[config.mk]
export PLATFORM = sky130hd
export DESIGN_NAME = bec_mem
export DESIGN_NICKNAME = d
export VERILOG_FILES = /design/src/rtl/bec_mem.sv
export SDC_FILE = /design/constraint.sdc
export NUM_CORES = 2
export LEC_CHECK = 0
export BUFFER_PORTS_ARGS = -buffer_cell sky130_fd_sc_hd__buf_2
export CAP_MARGIN = 20
export CORE_ASPECT_RATIO = 0.75
export CORE_MARGIN = 4
export CORE_UTILIZATION = 40
export CTS_CLUSTER_SIZE = 14
export DETAILED_ROUTE_END_ITERATION = 6
export GPL_TIMING_DRIVEN = 0
export PLACE_DENSITY = 0.58
export SYNTH_ARGS = -nofsm -noshare
export SYNTH_HDL_FRONTEND = slang
export SYNTH_SLANG_ARGS = --single-unit
[constraint.sdc]
create_clock -name clk -period 6.05 [get_ports clk]
set_input_delay 0.9075 -clock clk [delete_from_list [all_inputs] [get_ports clk]]
set_output_delay 0.9075 -clock clk [all_outputs]
set_load 0.02 [all_outputs]
[src/rtl/bec_mem.sv]
// Generic single-port synchronous memory with registered read.
// Depends on nothing.
module bec_mem #(
    parameter int WIDTH = 8,
    parameter int DEPTH = 256
) (
    input  logic                     clk,
    input  logic                     we,
    input  logic [$clog2(DEPTH)-1:0] addr,
    input  logic [WIDTH-1:0]         wdata,
    output logic [WIDTH-1:0]         rdata
);
    logic [WIDTH-1:0] mem_reg [DEPTH];

    // write-first is not needed; reads and writes are sequenced
    always_ff @(posedge clk)
    begin
        if (we)
        begin
            mem_reg[addr] <= wdata;
        end
        rdata <= mem_reg[addr];
    end
endmodule

Yosys cells after proc, flatten, opt, wreduce, memory -nomap -nowiden. Memories as Yosys holds them, arrays and structs flattened. A register that Yosys moved wholly into a read port is not among the register bits. Cells that the tools add are included. W data, S select, Z words.

Muxes and demuxes: 2. $mul: 0. Equal/unequal tests: 0. Bitwise logic cells: 0. Add/sub/neg operators: 0. $lt $le $gt $ge: 0. Reduce and logical (&&, ||, !) cells: 0. Shift-type cells: 0. Div/mod/pow operators: 0.

Operator list (number): $mux W1 (2).

Bits in read-only memories: 0. Memory bits (writable): 2048. Memories kept: 1. Output and inout port bits: 8. Latch bits: 0. Bits of input ports: 18. Register bits: 0.

Memories: mem_reg (words 256, width 8, read ports 1, clocked after Yosys merged registers in 1, write ports 1, RTL line 13) `logic [WIDTH-1:0] mem_reg [DEPTH];`.

Depth between registers and ports, before layout.
Depth in word-level cells: 2. Gate-level depth with buffers: 10. Gate-level depth less buffers: 5.

Worst setup path before layout. OpenSTA, ideal clock, no wires.

Path type: input to register. Start: input addr[1]. End: memory mem_reg[111][0], enable pin. Cell stages on the path: 9. Slack: 2.924 ns. Buffers on the path: 5. Data arrival time: 2.756 ns. Required time: 5.680 ns. Cells stage by stage: buf_2 clkbuf_1 clkbuf_1 nand2_1 buf_2 nor2_1 nand2_1 clkbuf_1 nor2_1.

RTL lines: from (decl) (RTL line 9) `input logic [$clog2(DEPTH)-1:0] addr,`; to (decl) (RTL line 13).

Straight into the memory's write port.

Final worst setup path.
Start: input addr[3]. End: memory mem_reg[54][1], enable pin.

Straight into the memory's write port.

==> metrics <==
Post-CTS Setup Repair Bufs 0; clock tree buffer depth 4; number of nets with antenna violations after routing 0; DRC violation total after the first TritonRoute iteration 6057; Register-to-Register Path Depth 5; status complete, but fails checks; drt total wl 221000 µm; Leak 26.5 nW; setup repair after global routing missed its margin no; post-route setup slack 713 ps; hold-fix buffer count after cts 0; Die Ht 392 µm; number of vias in the routed layout 39448; Yosys warning total 0; synthesized net count 3565; register cell area after layout 61700 µm²; number of library cell types mapped by synthesis 22; die area 203000 µm²; CTS HTree Levels 4; via-per-instance ratio 5.98; PostCTS Resize Cnt 0; total routing resource utilization after global routing 21.5%; worst slew slack as a fraction of its limit 23.4%; antenna violations before repair 22; Inserted Clock Buffers 200; FF-to-FF End rdata[3]; slew at the pin closest to its max-slew limit 1150 ps; ratio of total power to cell area 327 nW/µm²; Area Growth Syn to Fin 12.9%; synthesized cell area 78500 µm²; port bufs 21; violated checks design-rule violations; Setup Viol. Count Final 0; setup slack of the worst register-to-register path 2690 ps; placeable core region 195000 µm²; Final Max Slew Viols 0; CTS tree yes; post-synthesis instance total 3547; per-instance average area after synthesis 22.1 µm²; half-perimeter wire length after detailed placement 144000 µm; I/O pin total 26; startpoint of the worst register-to-register path mem_reg[191][3]; Max FO, Critical Path 11; kind of start point of the critical path input port; worst setup slack after placement -65.8 ps; worst min-delay path endpoint mem_reg[80][1]; sequential fraction of the synthesis area 78.6%; kind of critical path input port to register; buffer type at the clock tree root sky130_fd_sc_hd__clkbuf_16; number of cell rows 140; number of flip-flops under the largest register name 2048; number of nets in the layout 3830; Congestion Overflow GR 0; weighted congestion reported at the end of routability-driven placement 0.957; first drt pass iteration count 7; starting utilization of the core area 40.3%; Max rail drop VDD 0.000272 V; number of sinks handled by clock tree synthesis 2056; MaxCap Viol Count 0; portion of the clock cycle consumed by the worst path in the final layout 88.2%; wire length of the first global-routing pass 306000 µm; Critical Path AT 5780 ps; insertion delay to the later sink of the worst-skew pair 840 ps; Peak Freq 0.187 GHz; hold_sp wdata[1]; fill cell total of the finished layout 16202; DRC violation count after routing 1; Final Hold Vio Count 0; largest net degree at the start of global routing 149; clock-pin slew on the worst setup and hold paths 60 ps; Worst Skew 58.2 ps; final total power 29.0 mW; proportion of layout cells with a drive suffix above 1 23.4%; synthesis-stage register bit count 2056; vias in the first global route 38416; class of the most critical hold timing path input port to register; area occupied by multi-input gates 15800 µm²; width of the die 520 µm; kind of end point of the critical path register; required time of the worst setup path 6490 ps; Hold Path Stages 1; final critical-path required period 5340 ps; WL per Instance 33.5 µm
synth_stat cells:
cell type	n	area share, %
sky130_fd_sc_hd__buf_2	36	0.23
sky130_fd_sc_hd__nand3_1	13	0.083
sky130_fd_sc_hd__a21oi_1	128	0.82
sky130_fd_sc_hd__and2_1	3	0.024
sky130_fd_sc_hd__buf_1	19	0.091
sky130_fd_sc_hd__buf_6	16	0.23
sky130_fd_sc_hd__mux4_2	512	15
sky130_fd_sc_hd__a22oi_1	256	2.4
sky130_fd_sc_hd__inv_1	1	0.0048
sky130_fd_sc_hd__dfxtp_1	8	0.20
sky130_fd_sc_hd__clkbuf_1	145	0.69
sky130_fd_sc_hd__nor2b_1	7	0.056
sky130_fd_sc_hd__o41ai_1	32	0.36
sky130_fd_sc_hd__or2_2	2	0.016
sky130_fd_sc_hd__buf_4	16	0.15
sky130_fd_sc_hd__or3_1	1	0.0080
sky130_fd_sc_hd__nand2b_1	6	0.048
sky130_fd_sc_hd__edfxtp_1	2048	78
sky130_fd_sc_hd__nand2_1	28	0.13
sky130_fd_sc_hd__nor2_1	232	1.1
sky130_fd_sc_hd__nor3_1	30	0.19
sky130_fd_sc_hd__nand4_1	8	0.064
through the flow:
| stage | TNS (ps) | utilization [%] | cell area [µm²] | hold WS, ps | instances |
|---|---|---|---|---|---|
| 2_1_floorplan | 0 | - | 78500 | 819 | 3547 |
| 3_3_place_gp | -216510 | 42.1 | 81900 | 1160 | 6195 |
| 3_5_place_dp | -711 | 42.4 | 82500 | 1160 | 6233 |
| 4_1_cts | 0 | 45.5 | 88500 | 452 | 6582 |
| 5_1_grt | 0 | 45.5 | 88600 | 468 | 6587 |
| 6_report | 0 | 45.5 | 88600 | 482 | 6592 |
cell families after synthesis:
family                 after synthesis  synth area share [%]
and+or+nand+nor                    330                  1.73
buffers and inverters              233                  1.40
muxes                              512                  14.7
AOI/OAI and AO/OA                  416                  3.62
DFF                               2056                  78.6
area by class of cell:
type / instances / share of cell area, %
antenna: 6 / 0.0169
buffer: 232 / 1.26
clock buffer: 249 / 5.91
clock inverter: 100 / 0.835
inverter: 1 / 0.00424
multi-input combinational: 1258 / 17.8
sequential: 2056 / 69.6
tap: 2627 / 3.71
timing repair buffer: 63 / 0.853
layout by cell type, fill, tap and decap left out, drive strengths merged:
cell type  netlist  final
diode            0      6
dfxtp            8      8
a21oi          128    128
bufinv           0      9
or3              1      1
and2             3      3
clkinv           0     82
nand2           28     28
nor3            30     30
clkinvlp         0      3
buf             87    150
nand3           13     13
o41ai           32     32
nor2           232    232
a22oi          256    256
nand4            8      8
edfxtp        2048   2048
mux4           512    512
nor2b            7      7
nand2b           6      6
inv              1      7
clkbuf         145    394
or2              2      2
routing by layer:
| layer | GRT usage [%] | part of all wire (%) |
|---|---|---|
| met1 | 32.1 | 42 |
| met2 | 29.3 | 42 |
| met3 | 7.87 | 13 |
| met4 | 6.25 | 3.2 |
| met5 | 0 | 0.019 |
worst max path at each step:
stage,slack (ps),from,depth (start not counted),endpoint
final,710,addr[3],8,mem_reg[54][1]
after detailed placement,-70,addr[3],8,mem_reg[54][3]
after global routing,820,addr[3],8,mem_reg[54][2]
after floorplan,2920,addr[1],9,mem_reg[111][0]
after CTS,820,addr[3],8,mem_reg[54][7]
after global placement,-470,addr[3],8,mem_reg[142][2]
where the power goes:
group / total (mW) / internal, mW / switching [mW]
registers: 15.7 / 15.7 / 0.00824
clock network: 11.8 / 6.50 / 5.29
logic: 1.50 / 0.465 / 1.04
total: 29.0 / 22.7 / 6.33
worst max-delay path, stage by stage:
cell and delay [ps]:
sky130_fd_sc_hd__clkbuf_1 290, sky130_fd_sc_hd__nor2b_1 190, sky130_fd_sc_hd__clkbuf_1 700, sky130_fd_sc_hd__buf_2 600, sky130_fd_sc_hd__buf_1 660, sky130_fd_sc_hd__nand3_1 600, sky130_fd_sc_hd__clkbuf_2 710, sky130_fd_sc_hd__nor2_1 1020
(Power assumes the default switching activity.)
